--- src/design/plim_pkg.sv ---
package plim_pkg;

  localparam int IRQ_COUNT_DEF   = 32;
  localparam int LEVEL_COUNT_DEF = 16;
  localparam int STACK_DEPTH_DEF = 16;

  localparam int VEC_W  = 5;
  localparam int LVL_W  = 4;
  localparam int MASK_W = 32;
  localparam int STS_W  = 2;

  typedef enum logic [1:0] {
    OP_UNMASK = 2'd0,
    OP_MASK   = 2'd1,
    OP_TAKE   = 2'd2,
    OP_RETURN = 2'd3
  } op_e;

  typedef enum logic [1:0] {
    STS_OK    = 2'd0,
    STS_NONE  = 2'd1,
    STS_FULL  = 2'd2,
    STS_EMPTY = 2'd3
  } sts_e;

  typedef enum logic [1:0] {
    S_IDLE = 2'd0,
    S_WALK = 2'd1,
    S_EXEC = 2'd2,
    S_OUT  = 2'd3
  } state_e;

  // commands from controller to datapath
  typedef struct packed {
    logic load;
    logic walk_step;
    logic exec;
    logic out_load;
  } plim_cmd_t;

  // status from datapath to controller
  typedef struct packed {
    logic walk_op;
    logic walk_done;
    logic out_free;
  } plim_sts_t;

endpackage

--- src/design/plim_ctrl.sv ---
module plim_ctrl (
  input  logic                clk_i,
  input  logic                rst_ni,
  input  logic                in_valid_i,
  output logic                in_stall_o,
  input  plim_pkg::plim_sts_t sts_i,
  output plim_pkg::plim_cmd_t cmd_o
);

  plim_pkg::state_e state_q, state_d;

  always_ff @(posedge clk_i or negedge rst_ni) begin
    if (!rst_ni) begin
      state_q <= plim_pkg::S_IDLE;
    end else begin
      state_q <= state_d;
    end
  end

  always_comb begin
    state_d = state_q;
    unique case (state_q)
      plim_pkg::S_IDLE: begin
        if (in_valid_i) state_d = plim_pkg::S_WALK;
      end
      plim_pkg::S_WALK: begin
        if (!sts_i.walk_op || sts_i.walk_done) state_d = plim_pkg::S_EXEC;
      end
      plim_pkg::S_EXEC: begin
        state_d = plim_pkg::S_OUT;
      end
      plim_pkg::S_OUT: begin
        if (sts_i.out_free) state_d = plim_pkg::S_IDLE;
      end
      default: state_d = plim_pkg::S_IDLE;
    endcase
  end

  always_comb begin
    cmd_o      = '0;
    in_stall_o = 1'b1;
    unique case (state_q)
      plim_pkg::S_IDLE: begin
        in_stall_o = 1'b0;
        cmd_o.load = in_valid_i;
      end
      plim_pkg::S_WALK: begin
        cmd_o.walk_step = sts_i.walk_op;
      end
      plim_pkg::S_EXEC: begin
        cmd_o.exec = 1'b1;
      end
      plim_pkg::S_OUT: begin
        cmd_o.out_load = sts_i.out_free;
      end
      default: begin
        cmd_o = '0;
      end
    endcase
  end

endmodule

--- src/design/plim_dp.sv ---
module plim_dp #(
  parameter int IRQ_COUNT   = plim_pkg::IRQ_COUNT_DEF,
  parameter int LEVEL_COUNT = plim_pkg::LEVEL_COUNT_DEF,
  parameter int STACK_DEPTH = plim_pkg::STACK_DEPTH_DEF
) (
  input  logic                        clk_i,
  input  logic                        rst_ni,
  input  plim_pkg::plim_cmd_t         cmd_i,
  output plim_pkg::plim_sts_t         sts_o,
  input  logic [1:0]                  operation_i,
  input  logic [plim_pkg::VEC_W-1:0]  vector_i,
  input  logic [plim_pkg::LVL_W-1:0]  level_i,
  input  logic [plim_pkg::MASK_W-1:0] pending_i,
  output logic                        out_valid_o,
  input  logic                        out_stall_i,
  output logic [plim_pkg::MASK_W-1:0] enable_mask_o,
  output logic [plim_pkg::VEC_W-1:0]  chosen_vector_o,
  output logic                        vector_found_o,
  output logic [plim_pkg::LVL_W-1:0]  current_level_o,
  output logic [plim_pkg::STS_W-1:0]  status_o
);

  localparam int VIDX_W = (IRQ_COUNT > 1) ? $clog2(IRQ_COUNT) : 1;
  localparam int LIDX_W = $clog2(LEVEL_COUNT);
  localparam int SIDX_W = (STACK_DEPTH > 1) ? $clog2(STACK_DEPTH) : 1;
  localparam int CNT_W  = $clog2(STACK_DEPTH + 1);
  localparam logic [plim_pkg::VEC_W:0]    IRQ_LIM   = (plim_pkg::VEC_W + 1)'(IRQ_COUNT);
  localparam logic [plim_pkg::LVL_W-1:0]  LVL_MAX   = plim_pkg::LVL_W'(LEVEL_COUNT - 1);
  localparam logic [CNT_W-1:0]            STACK_LIM = CNT_W'(STACK_DEPTH);
  localparam logic [plim_pkg::MASK_W:0]   IRQ_ONES  =
    ((plim_pkg::MASK_W + 1)'(1) << IRQ_COUNT) - (plim_pkg::MASK_W + 1)'(1);
  localparam logic [plim_pkg::MASK_W-1:0] IRQ_MASK  = IRQ_ONES[plim_pkg::MASK_W-1:0];

  // latched item
  plim_pkg::op_e               op_q;
  logic [plim_pkg::VEC_W-1:0]  vec_q;
  logic [plim_pkg::LVL_W-1:0]  lvl_q;
  logic [plim_pkg::MASK_W-1:0] pend_q;

  // block state
  logic [plim_pkg::LVL_W-1:0]  lov_q   [IRQ_COUNT];
  logic [plim_pkg::MASK_W-1:0] mask_q  [LEVEL_COUNT];
  logic [plim_pkg::LVL_W-1:0]  saved_q [STACK_DEPTH];
  logic [plim_pkg::LVL_W-1:0]  lnow_q;
  logic [CNT_W-1:0]            cnt_q;
  logic [LIDX_W-1:0]           walk_q;

  // per-item results
  logic [plim_pkg::VEC_W-1:0]  res_vec_q, res_vec_d;
  logic                        res_found_q, res_found_d;
  plim_pkg::sts_e              res_sts_q, res_sts_d;
  logic                        out_valid_q;

  logic                        in_range;
  logic [plim_pkg::MASK_W-1:0] pend_eff;
  logic [plim_pkg::VEC_W-1:0]  first_vec;
  logic                        any_pend;
  logic [VIDX_W-1:0]           lov_idx;
  logic [plim_pkg::LVL_W-1:0]  lov_rd;
  logic [plim_pkg::LVL_W-1:0]  limit;
  logic [plim_pkg::VEC_W-1:0]  walk_ext;
  logic                        mask_wr;
  logic [LIDX_W-1:0]           mask_idx;
  logic [plim_pkg::MASK_W-1:0] mask_rd;
  logic [plim_pkg::MASK_W-1:0] vec_bit;
  logic [plim_pkg::MASK_W-1:0] mask_new;
  logic                        can_push;
  logic                        out_take;
  logic [CNT_W-1:0]            cnt_dec;

  assign in_range = {1'b0, vec_q} < IRQ_LIM;
  assign pend_eff = pend_q & IRQ_MASK;
  assign any_pend = |pend_eff;

  // lowest-numbered pending vector
  always_comb begin
    first_vec = '0;
    for (int i = plim_pkg::MASK_W - 1; i >= 0; i--) begin
      if (pend_eff[i]) first_vec = plim_pkg::VEC_W'(i);
    end
  end

  assign lov_idx = (op_q == plim_pkg::OP_TAKE) ? first_vec[VIDX_W-1:0] : vec_q[VIDX_W-1:0];
  assign lov_rd  = lov_q[lov_idx];
  assign limit   = (op_q == plim_pkg::OP_UNMASK) ? lvl_q : lov_rd;

  assign walk_ext = plim_pkg::VEC_W'(walk_q);
  assign mask_wr  = cmd_i.walk_step && (walk_ext < plim_pkg::VEC_W'(limit));

  assign sts_o.walk_op   = ((op_q == plim_pkg::OP_UNMASK) || (op_q == plim_pkg::OP_MASK)) &&
                           in_range;
  assign sts_o.walk_done = (walk_ext + plim_pkg::VEC_W'(1)) >= plim_pkg::VEC_W'(limit);
  assign sts_o.out_free  = !out_valid_q || !out_stall_i;

  // one read port: walked level during the walk, current level otherwise
  assign mask_idx = cmd_i.walk_step ? walk_q : lnow_q[LIDX_W-1:0];
  assign mask_rd  = mask_q[mask_idx];
  assign vec_bit  = plim_pkg::MASK_W'(1) << vec_q;
  assign mask_new = (op_q == plim_pkg::OP_UNMASK) ? (mask_rd | vec_bit) : (mask_rd & ~vec_bit);

  assign can_push = cnt_q < STACK_LIM;
  assign cnt_dec  = cnt_q - CNT_W'(1);
  assign out_take = out_valid_q && !out_stall_i;

  always_comb begin
    res_vec_d   = '0;
    res_found_d = 1'b0;
    res_sts_d   = plim_pkg::STS_OK;
    case (op_q)
      plim_pkg::OP_TAKE: begin
        if (!any_pend) begin
          res_sts_d = plim_pkg::STS_NONE;
        end else begin
          res_vec_d   = first_vec;
          res_found_d = 1'b1;
          if (!can_push) res_sts_d = plim_pkg::STS_FULL;
        end
      end
      plim_pkg::OP_RETURN: begin
        if (cnt_q == '0) res_sts_d = plim_pkg::STS_EMPTY;
      end
      default: begin
        res_sts_d = plim_pkg::STS_OK;
      end
    endcase
  end

  always_ff @(posedge clk_i) begin
    if (cmd_i.load) begin
      op_q   <= plim_pkg::op_e'(operation_i);
      vec_q  <= vector_i;
      lvl_q  <= (level_i > LVL_MAX) ? LVL_MAX : level_i;
      pend_q <= pending_i;
    end
    if (cmd_i.load) begin
      walk_q <= '0;
    end else if (cmd_i.walk_step) begin
      walk_q <= walk_q + LIDX_W'(1);
    end
    if (cmd_i.exec && (op_q == plim_pkg::OP_TAKE) && any_pend && can_push) begin
      saved_q[cnt_q[SIDX_W-1:0]] <= lnow_q;
    end
    if (cmd_i.exec) begin
      res_vec_q   <= res_vec_d;
      res_found_q <= res_found_d;
      res_sts_q   <= res_sts_d;
    end
    if (cmd_i.out_load) begin
      enable_mask_o   <= mask_rd;
      chosen_vector_o <= res_vec_q;
      vector_found_o  <= res_found_q;
      current_level_o <= lnow_q;
      status_o        <= res_sts_q;
    end
  end

  always_ff @(posedge clk_i or negedge rst_ni) begin
    if (!rst_ni) begin
      for (int i = 0; i < IRQ_COUNT; i++) lov_q[i] <= '0;
      for (int i = 0; i < LEVEL_COUNT; i++) mask_q[i] <= '0;
      lnow_q      <= '0;
      cnt_q       <= '0;
      out_valid_q <= 1'b0;
    end else begin
      if (mask_wr) mask_q[walk_q] <= mask_new;
      if (cmd_i.exec) begin
        case (op_q)
          plim_pkg::OP_UNMASK: begin
            if (in_range) lov_q[lov_idx] <= lvl_q;
          end
          plim_pkg::OP_MASK: begin
            if (in_range) lov_q[lov_idx] <= '0;
          end
          plim_pkg::OP_TAKE: begin
            if (any_pend && can_push) begin
              cnt_q <= cnt_q + CNT_W'(1);
              if (lov_rd > lnow_q) lnow_q <= lov_rd;
            end
          end
          default: begin
            if (cnt_q != '0) begin
              cnt_q  <= cnt_dec;
              lnow_q <= saved_q[cnt_dec[SIDX_W-1:0]];
            end
          end
        endcase
      end
      if (cmd_i.out_load) begin
        out_valid_q <= 1'b1;
      end else if (out_take) begin
        out_valid_q <= 1'b0;
      end
    end
  end

  assign out_valid_o = out_valid_q;

endmodule

--- src/design/priority_level_interrupt_masker_unit.sv ---
// priority level interrupt masker
// input channel: in_valid_i / in_stall_o carries one item (operation, vector,
// level, pending); output channel: out_valid_o / out_stall_i carries one result
// per item (enable mask of the current level, chosen vector, found flag,
// current level, status).
// items are handled one at a time. after acceptance an item walks L level masks,
// where L is the new level on unmask, the recorded level on mask, and zero for
// take, return and a vector out of range; the result is then computed and moved
// into the output register. the walk of the level mask table goes one level per
// cycle through its single read-modify-write port; the next item is accepted
// only once the result is in the output register.
// a finished result sits in the output register until taken; while it is
// stalled the next item is still accepted and worked on, and only its final
// transfer into the output register waits.
// reset clears all vector levels, all level masks, the current level and the
// level stack; the block comes out of reset idle and ready to accept an item.
module priority_level_interrupt_masker_unit #(
  parameter int IRQ_COUNT   = plim_pkg::IRQ_COUNT_DEF,
  parameter int LEVEL_COUNT = plim_pkg::LEVEL_COUNT_DEF,
  parameter int STACK_DEPTH = plim_pkg::STACK_DEPTH_DEF
) (
  input  logic                        clk_i,
  input  logic                        rst_ni,
  input  logic                        in_valid_i,
  output logic                        in_stall_o,
  input  logic [1:0]                  operation_i,
  input  logic [plim_pkg::VEC_W-1:0]  vector_i,
  input  logic [plim_pkg::LVL_W-1:0]  level_i,
  input  logic [plim_pkg::MASK_W-1:0] pending_i,
  output logic                        out_valid_o,
  input  logic                        out_stall_i,
  output logic [plim_pkg::MASK_W-1:0] enable_mask_o,
  output logic [plim_pkg::VEC_W-1:0]  chosen_vector_o,
  output logic                        vector_found_o,
  output logic [plim_pkg::LVL_W-1:0]  current_level_o,
  output logic [plim_pkg::STS_W-1:0]  status_o
);

  plim_pkg::plim_cmd_t cmd;
  plim_pkg::plim_sts_t sts;

  plim_ctrl u_ctrl (
    .clk_i      (clk_i),
    .rst_ni     (rst_ni),
    .in_valid_i (in_valid_i),
    .in_stall_o (in_stall_o),
    .sts_i      (sts),
    .cmd_o      (cmd)
  );

  plim_dp #(
    .IRQ_COUNT   (IRQ_COUNT),
    .LEVEL_COUNT (LEVEL_COUNT),
    .STACK_DEPTH (STACK_DEPTH)
  ) u_dp (
    .clk_i           (clk_i),
    .rst_ni          (rst_ni),
    .cmd_i           (cmd),
    .sts_o           (sts),
    .operation_i     (operation_i),
    .vector_i        (vector_i),
    .level_i         (level_i),
    .pending_i       (pending_i),
    .out_valid_o     (out_valid_o),
    .out_stall_i     (out_stall_i),
    .enable_mask_o   (enable_mask_o),
    .chosen_vector_o (chosen_vector_o),
    .vector_found_o  (vector_found_o),
    .current_level_o (current_level_o),
    .status_o        (status_o)
  );

endmodule

--- config.mk ---
export PLATFORM = sky130hd
export DESIGN_NAME = priority_level_interrupt_masker_unit
export DESIGN_NICKNAME = d
export VERILOG_FILES = /design/src/design/plim_pkg.sv /design/src/design/plim_ctrl.sv /design/src/design/plim_dp.sv /design/src/design/priority_level_interrupt_masker_unit.sv
export SDC_FILE = /design/constraint.sdc
export NUM_CORES = 1
export LEC_CHECK = 0
export BUFFER_PORTS_ARGS = -buffer_cell sky130_fd_sc_hd__buf_2
export CAP_MARGIN = 20
export CORE_ASPECT_RATIO = 1.5
export CORE_MARGIN = 4
export CORE_UTILIZATION = 60
export DETAILED_ROUTE_END_ITERATION = 7
export GPL_ROUTABILITY_DRIVEN = 0
export PLACE_DENSITY = 0.77
export SYNTH_ARGS = -nofsm -noshare
export SYNTH_HDL_FRONTEND = slang
export SYNTH_SLANG_ARGS = --single-unit
--- constraint.sdc ---
create_clock -name clk_i -period 11.05 [get_ports clk_i]
set_clock_uncertainty 0.15 [all_clocks]
set_input_delay 1.6575 -clock clk_i [delete_from_list [all_inputs] [get_ports clk_i]]
set_output_delay 1.6575 -clock clk_i [all_outputs]
set_load 0.1 [all_outputs]
# --- Word-level counts from Yosys, hierarchy flattened ---
# Memories as Yosys holds them, arrays and structs flattened.
# Cells that the tools add are included.
# Widths: inputs -> output; s select.
totals:
  reg_bits: 751
  mem_bits_rw: 64
  inputBits: 47
  output_inout_bits: 46
  word_cells: 203
  mem_count: 1
memory_table:
  columns: ["name", "words", "word_bits", "rd", "rd_clocked_by_memory_dff", "write_ports", "line", "text"]
  rows:
  - ["u_dp.saved_q", 16, 4, 1, 0, 1, "plim_dp.sv:43", "logic [plim_pkg::LVL_W-1:0] saved_q [STACK_DEPTH];"]
classes:
  n_addsub: 4
  magnitude_cmp: 10
  eq_ne: 11
  n_shift: 1
  mux: 74
  n_bitwise: 9
  reduce_logical: 28
op_table:
  columns: ["op", "n"]
  rows:
  - ["$bwmux 512", 1]
  - ["$pmux 128 s2", 1]
  - ["$mux 5", 35]
  - ["$and 128x128->128", 1]
  - ["$bmux 32 s4", 1]
  - ["$bwmux 128", 1]
  - ["$demux 32 s4", 1]
  - ["$mux 32", 4]
  - ["$not 128->128", 1]
  - ["$and 32x32->32", 1]
  - ["$mux 4", 8]
  - ["$not 32->32", 1]
  - ["$or 32x32->32", 1]
  - ["$reduce_or 32->1", 1]
  - ["$shl 1x5->32 const A", 1]
  - ["$bmux 4 s5", 1]
  - ["$demux 4 s5", 1]
  - ["$mux 2", 6]
  - ["$ge 5x5->1 const B", 2]
  - ["$mux 1", 10]
  - ["$not 4->5", 2]
  - ["$pmux 5 s2", 1]
  - ["$eq 2x2->1 const B", 4]
  - ["$logic_and 1x1->1", 8]
  - ["other kinds (31)", 43]

# --- Logic depth before layout (Yosys ltp) ---
# Gate-level depths: netlist (run 1).
depth:
  word_depth: 42
  mapped_depth: 26

# --- Modules after synthesis ---
# A second synthesis (run 1) with hierarchy kept.
hier_totals:
  cells_unflattened: 3171
  area_unflattened_um2: 35994.5
modules_own_cells:
  columns: ["mod", "instances", "cells_each", "area_each_um2", "seq_area_each_um2"]
  rows:
  - ["plim_dp", 1, 3152, 35783.1, 21120.3]
  - ["plim_ctrl", 1, 19, 211.5, 50.0]

# --- Least setup slack after synthesis (run 1) ---
# No wires, ideal clock.
synth_timing:
  path_kind: "input-to-reg"
  start: "input port out_stall_i"
  end: "register u_dp.chosen_vector_o[0] (netlist bit) (enable)"
  setup_ns: 0.513
  arrival_ns: 4.869
  slack_ns: 5.518
  stages: 1
  n_path_buf: 0
  path_cell_list: "a21boi_0"
synth_between:
  elab_chain_cells: 3
synth_rtl:
  columns: ["item", "line", "text"]
  rows:
  - ["start, declared", "priority_level_interrupt_masker_unit.sv:31", "input logic out_stall_i,"]
  - ["$logic_not 1->1", "plim_dp.sv:93", "assign sts_o.out_free = !out_valid_q || !out_stall_i;"]
  - ["$logic_or 1x1->1", "plim_dp.sv:93", null]
  - ["$mux 1", "plim_ctrl.sv:42", "unique case (state_q)"]
  - ["end signal, assigned", "plim_dp.sv:150", "chosen_vector_o <= res_vec_q;"]
  - ["end, declared", "plim_dp.sv:17", "output logic [plim_pkg::VEC_W-1:0] chosen_vector_o,"]
# No other way between the ends.
# A chain may end at the register's enable or synchronous reset.

# --- Worst setup path after layout (run 1) ---
layout_timing:
  start: "register u_dp.op_q[0]"
  end: "register u_dp.mask_q[150] (netlist bit)"
layout_between:
  elab_chain_cells: 11
  word_cells_on_any_way: 22
  cone_classes: "order compare: 1; eq/ne: 2; mux: 12; bitwise: 4; reduce/logical: 3"
layout_rtl:
  columns: ["item", "line", "text"]
  rows:
  - ["start, declared", "plim_dp.sv:35", "plim_pkg::op_e op_q;"]
  - ["start signal, assigned", "plim_dp.sv:130", "op_q <= plim_pkg::op_e'(operation_i);"]
  - ["parallel branches: the longest is 11 deep, another holds $lt 4x4->1", null, null]
  - ["end signal, assigned by index", "plim_dp.sv:165", "if (mask_wr) mask_q[walk_q] <= mask_new;"]
  - ["end, declared", "plim_dp.sv:42", "logic [plim_pkg::MASK_W-1:0] mask_q [LEVEL_COUNT];"]
# Parallel ways; which one is timed is not known. The select of a mux whose other input is x is not followed.

==> metrics.txt, run 1 <==
port buffer count 92; core area 0.05933 mm^2; first-pass GRT wire length around 140000 um; setup_tns 0 ns; pins over their slew limit 0; Setup crit start kind register; average wire per standard cell approximately 23 um; Post-Syn Nets 3137; Die H slightly above 300 um; Synth warnings 0; syn avg cell area 11.78 um^2; Vias 24710; top post-synthesis cells by area dfrtp_1 (45%), edfxtp_1 (13%), mux4_2 (9.4%); # rows 109; Syn Std Cell Area 0.03609 mm^2; DRC viols 0; Nets roughly 3100; sequential share of the synthesized area 58.66%; GRT overflow 0; post-synth top area share 45.21%; Clock Path Buffers 3; Fin. Hold Viols 0; most frequent cell after synthesis nand2_1; Worst-path clk slew 0.06 ns; hold crit path type reg -> reg; CTS Sinks 815; worst-path maximum fanout 42; root buffer cell clkbuf_16; die area 0.06422 mm^2; RSZ-0062 raised after global routing false; Detailed Routing Iterations Pass 1 6; initial antenna violation count 1; top post-synthesis cells by count nand2_1 (684), dfrtp_1 (652), o21ai_0 (496); Post-synth EDFFs 159; Worst setup EP type register; Worst Path Arrival 6.70 ns; CTS tree yes; initial drt markers 2334; Max Cap Violations 0; post-cts gate resize count 0; fin crit share 57.97%; DP Area 0.03701 mm^2; min Tclk post-route around 6.4 ns; H-tree levels 3; CTS buffer count 75; io pins 93; Antenna Nets Post-Route 0; final setup fails 0; Final Cell Area around 0.040 mm^2; die width approximately 210 um; All-Layer GR Usage 28.06%; Main synth FF type dfrtp_1; achievable clock frequency 156.1 MHz; PD cells 265.4 mW/mm^2; Post-Synthesis Cells 3064; worst skew pair latency around 0.62 ns; Layout area overhead 9.616%; ys async rst share 80.00%; DR vias/cell 6.350; cell leakage power 16.83 nW; pin count of the biggest net entering global routing 197; critical path type reg -> reg; largest area contributor in the netlist dfrtp_1; Hold Buf Count CTS 0; layout cells sized above 1 between 10% and 20%; VDD IR-drop max 0.0001861 V; Starting Density 60.84%; post-synth cell types 74; DRT Wirelength 89520 um; vias in the first global route between 20000 and 30000; Post-DP HPWL 54510 um; # Post-CTS Setup Buffers 0; Worst slew margin 21.51%; Worst Path Required between 10 and 15 ns; Slew @ Worst Pin 1.145 ns; status complete, no violations; FF+latch count, synth around 820
[placed cells by master, fill, tap and decap left out, drive strengths merged, types with 65 or more instances in the layout]
| master | synthesis | layout |
|---|---|---|
| nor2 | 75 | 75 |
| edfxtp | 159 | 159 |
| mux2 | 135 | 135 |
| nand2 | 685 | 685 |
| dfrtp | 652 | 652 |
| o21ai | 534 | 534 |
| mux2i | 65 | 65 |
| mux4 | 151 | 151 |
| clkbuf | 162 | 113 |
| buf | 70 | 146 |
[worst paths after layout]
path	from	to	slack, ns	cells past startpoint
max reg2reg	u_dp.op_q[0]	u_dp.mask_q[150]	4.64	20
max in group asynchronous	rst_ni	u_dp.mask_q[324]	7.46	3
min	u_dp.res_found_q	u_dp.vector_found_o	0.27	0
min in group asynchronous	rst_ni	u_dp.cnt_q[0]	0.95	1
min reg2reg	u_dp.res_found_q	u_dp.vector_found_o	0.27	0
max	u_dp.op_q[0]	u_dp.mask_q[150]	4.64	20
[per-layer routing]
metal / global-route usage, % / part of all wire, % / routed length, um
met1: 34.31 / 37 / 32750
met2: 49.41 / 52 / 46340
met3: 4.467 / 6.7 / 6013
met4: 12.84 / 4.9 / 4412
met5: 0 / 0 / 0
[sequential cells by signal, indices dropped and copies added (netlist names)]
name	cells
u_dp.pend_eff	32
u_dp.lvl_q	4
u_dp.status_o	2
u_dp.cnt_q	5
u_dp.mask_q	512
u_dp.walk_q	4
u_dp.current_level_o	4
u_dp.vec_q	5
u_dp.lov_q	128
u_dp.lnow_q	4
u_dp.chosen_vector_o	5
u_dp.op_q	2
u_dp.enable_mask_o	32
u_dp.res_vec_q	5
u_dp.saved_q	64
u_dp.out_valid_o	1
u_dp.res_sts_q	2
u_ctrl.state_q	2
u_dp.res_found_q	1
u_dp.vector_found_o	1
[critical path, stage by stage (launching register included)]
cell	delay, ns
edfxtp_1	0.54
nor2b_1	0.71
nand4_2	0.32
o31ai_2	0.29
buf_4	0.30
nand2_1	0.08
and3_1	0.17
a2111oi_0	0.76
a311oi_1	0.10
o32a_2	0.32
mux2i_1	0.24
ha_1	0.19
nor2b_1	0.04
o21ai_0	0.15
nand2b_1	0.08
a211oi_1	0.37
and2_1	0.31
nand2_2	0.36
buf_4	0.46
nand2_1	0.12
o21ai_0	0.11
[cell families (layout without fill, tap and decap cells)]
| kind of cell | after synthesis | in the layout | synth area share [%] |
|---|---|---|---|
| buffers and inverters | 251 | 299 | 3.123 |
| adders and majority gates | 26 | 26 | 0.9013 |
| AOI/OAI and AO/OA | 693 | 693 | 10.80 |
| and+or+nand+nor | 917 | 917 | 10.80 |
| other | 0 | 2 | 0 |
| DFF | 815 | 815 | 58.66 |
| muxes | 351 | 351 | 15.45 |
| xor gates and xnor gates | 11 | 11 | 0.2669 |
[final cells by class]
class                   instances  area [um^2]
multi-input cells            1998        13930
repair buffers                146         1006
inverters                      19        71.32
flip-flops and latches        815        21170
well taps                     777        972.2
clock buffers                 113         2212
fillers                      4151        19760
clock inverters                21        195.2
diodes                          2        5.005
[stage by stage]
stage | util [%] | instances | power (mW) | hold WS, ns | setup slack [ns]
6_report | 66.69 | 3891 | 10.50 | 0.2661 | 4.644
3_5_place_dp | 62.39 | 3742 | 7.883 | 0.2545 | 4.746
4_1_cts | 66.45 | 3876 | 10.44 | 0.2662 | 4.669
3_3_place_gp | 62.25 | 3736 | 7.711 | 0.2522 | 4.912
5_1_grt | 66.68 | 3889 | 11.02 | 0.2748 | 4.062
2_1_floorplan | - | 3064 | 6.884 | 0.2503 | 5.518
[where the power goes]
| group | internal [mW] | switching [mW] |
|---|---|---|
| clock | 1.44 | 1.12 |
| sequential | 3.80 | 0.408 |
| combinational | 1.21 | 2.53 |
Note: power is estimated with default switching activity, not from simulation.
==> run 2, diff against run 1 <==
==> constraint.sdc (replaced) <==
create_clock -name clk_i -period 5.9 [get_ports clk_i]
set_clock_uncertainty 0.15 [all_clocks]
set_input_delay 0.885 -clock clk_i [delete_from_list [all_inputs] [get_ports clk_i]]
set_output_delay 0.885 -clock clk_i [all_outputs]
set_load 0.1 [all_outputs]
==> metrics.txt, run 2 (synthesized netlist as in run 1, its figures left out) <==
Bufs and invs on worst path 2; CTS tree yes; Internal 12.33 mW; first-pass GRT wire length 146200 um; Detailed Routing Iterations Pass 1 6; CP peak stage delay 0.58 ns; Worst slew margin 21.46%; status complete, no violations; Largest register FFs 512; Die H 308.4 um; Max Cap Violations 0; most common cell after layout, fill and taps aside nand2_1; VDD IR-drop max 0.0003199 V; Flop pwr share 39.2%; share of power burned in combinational logic 36.6%; Diodes inserted 0; Vias 25070; layout cells sized above 1 about a fifth; io pins 93; DR vias/cell 6.360; cell leakage power 17.20 nW; Worst Path Required 6.21 ns; worst skew pair latency 0.62 ns; NetSw 7.757 mW; DRT Wirelength 91520 um; achievable clock frequency 182.0 MHz; CTS buffer count 74; Final Cell Area 0.04018 mm^2; Fin. Hold Viols 0; Hold Slack ~0.1 ns; CP Cell Sequence or4_4 -> a311oi_1 -> o21ai_1 -> a22oi_4 -> buf_12 -> nand2_1 -> and3_1 -> a311o_1 -> o2111ai_1 -> a2bb2oi_2 -> mux2i_1 -> ha_1 -> nor2b_1 -> o21ai_0 -> nand2b_1 -> a211oi_2 -> and2_1 -> nand2_2 -> buf_4 -> nand2_1 -> o21ai_0; Setup crit start kind register; core area a little under 0.06 mm^2; final setup fails 0; initial drt markers 2421; DRC viols 0; worst-path maximum fanout 34; most frequent cells in the layout nand2_1 (672), dfrtp_1 (652), o21ai_0 (496); hold crit path type in -> async; Layout area overhead 11.34%; dpl cells 3808; average wire per standard cell 23.22 um; GRT overflow 0; CP max-delay cell or4_4; H-tree levels 3; power share of the clock group 24.2%; Starting Density 60.84%; CTS Sinks 815; final instance count without filler cells 3942; final core utilization 67.73%; Top reg by flops u_dp.mask_q; PD cells 499.9 mW/mm^2; initial antenna violation count 0; vias in the first global route between 20000 and 30000; setup_tns 0 ns; All-Layer GR Usage 28.73%; Clock Path Buffers 3; die area 0.06422 mm^2; Nets 3185; port buffer count 92; critical path type reg -> reg; Worst-path clk slew roughly 0.070 ns; pin count of the biggest net entering global routing 161; Worst setup EP type register; Slew @ Worst Pin 1.176 ns; RSZ-0062 raised after global routing false; DP Area 0.03767 mm^2; Post-DP HPWL ~58000 um; Worst path top cell family by delay compound AO/OA/AOI/OAI gates; pins over their slew limit 0; # rows 109; Antenna Nets Post-Route 0; die width 208.3 um; min Tclk post-route approximately 5.5 ns; root buffer cell clkbuf_16; sw frac 38.62%; Worst Path Arrival 5.80 ns; fin crit share 93.12%
-- run 2: changes by cell type in the layout (fill, tap and decap cells not counted), moves of 2 or more --
cell | previous run | this run
buf_4 | 46 | 88
buf_12 | 4 | 21
clkbuf_8 | 15 | 4
clkbuf_1 | 21 | 14
clkinv_2 | 6 | 10
clkinv_4 | 0 | 4
inv_6 | 3 | 7
bufinv_16 | 2 | 5
buf_16 | 4 | 2
clkinv_1 | 4 | 2
diode_2 | 2 | 0
-- run 2: final timing paths --
kind	depth (start not counted)	slack, ns	from	endpoint
worst max-delay path	21	0.41	u_dp.pend_eff[30]	u_dp.mask_q[388]
worst max register to register	21	0.41	u_dp.pend_eff[30]	u_dp.mask_q[388]
worst min register to register	0	0.27	u_dp.res_vec_q[0]	u_dp.chosen_vector_o[0]
worst min-delay path	1	0.10	rst_ni	u_dp.mask_q[393]
min in group clk_i	0	0.27	u_dp.res_vec_q[0]	u_dp.chosen_vector_o[0]
max in group asynchronous	2	3.94	rst_ni	u_dp.lov_q[70]
-- run 2: final cells by class --
| class | instances | area [um^2] |
|---|---|---|
| Sequential cell | 815 | 21170 |
| Clock buffer | 96 | 2059 |
| Multi-Input combinational cell | 1999 | 13950 |
| Clock inverter | 33 | 357.8 |
| Inverter | 19 | 71.32 |
| Fill cell | 4111 | 19140 |
| Tap cell | 777 | 972.2 |
| Timing Repair Buffer | 203 | 1607 |
-- run 2: metal layers --
metal  part of all wire, %  GRT usage [%]
met2                    51          49.70
met3                   6.3          3.897
met4                   5.7          15.38
met5                     0              0
met1                    37          35.42
-- run 2: power by group through the flow --
stage	clock, mW	sequential [mW]	combinational (mW)
after floorplan	0	8.60	4.29
after global placement	0	7.84	7.05
after detailed placement	0	7.95	7.26
after CTS	4.90	7.85	7.30
after global routing	5.15	7.99	7.91
final	4.85	7.87	7.36
-- run 2: timing repair --
| item | in CTS | in global routing |
|---|---|---|
| resized for setup | 0 | 2 |
| endpoints found under the setup margin | 0 | 512 |
| setup buffers | 0 | 2 |
| hold buffers | 0 | 0 |
-- run 2: per-stage QoR --
stage | setup WS [ns] | total power [mW]
2_1_floorplan | 1.096 | 12.89
3_3_place_gp | 0.4113 | 14.89
3_5_place_dp | 0.2625 | 15.20
4_1_cts | 0.1924 | 20.06
5_1_grt | 0.09999 | 21.05
6_report | 0.4060 | 20.09
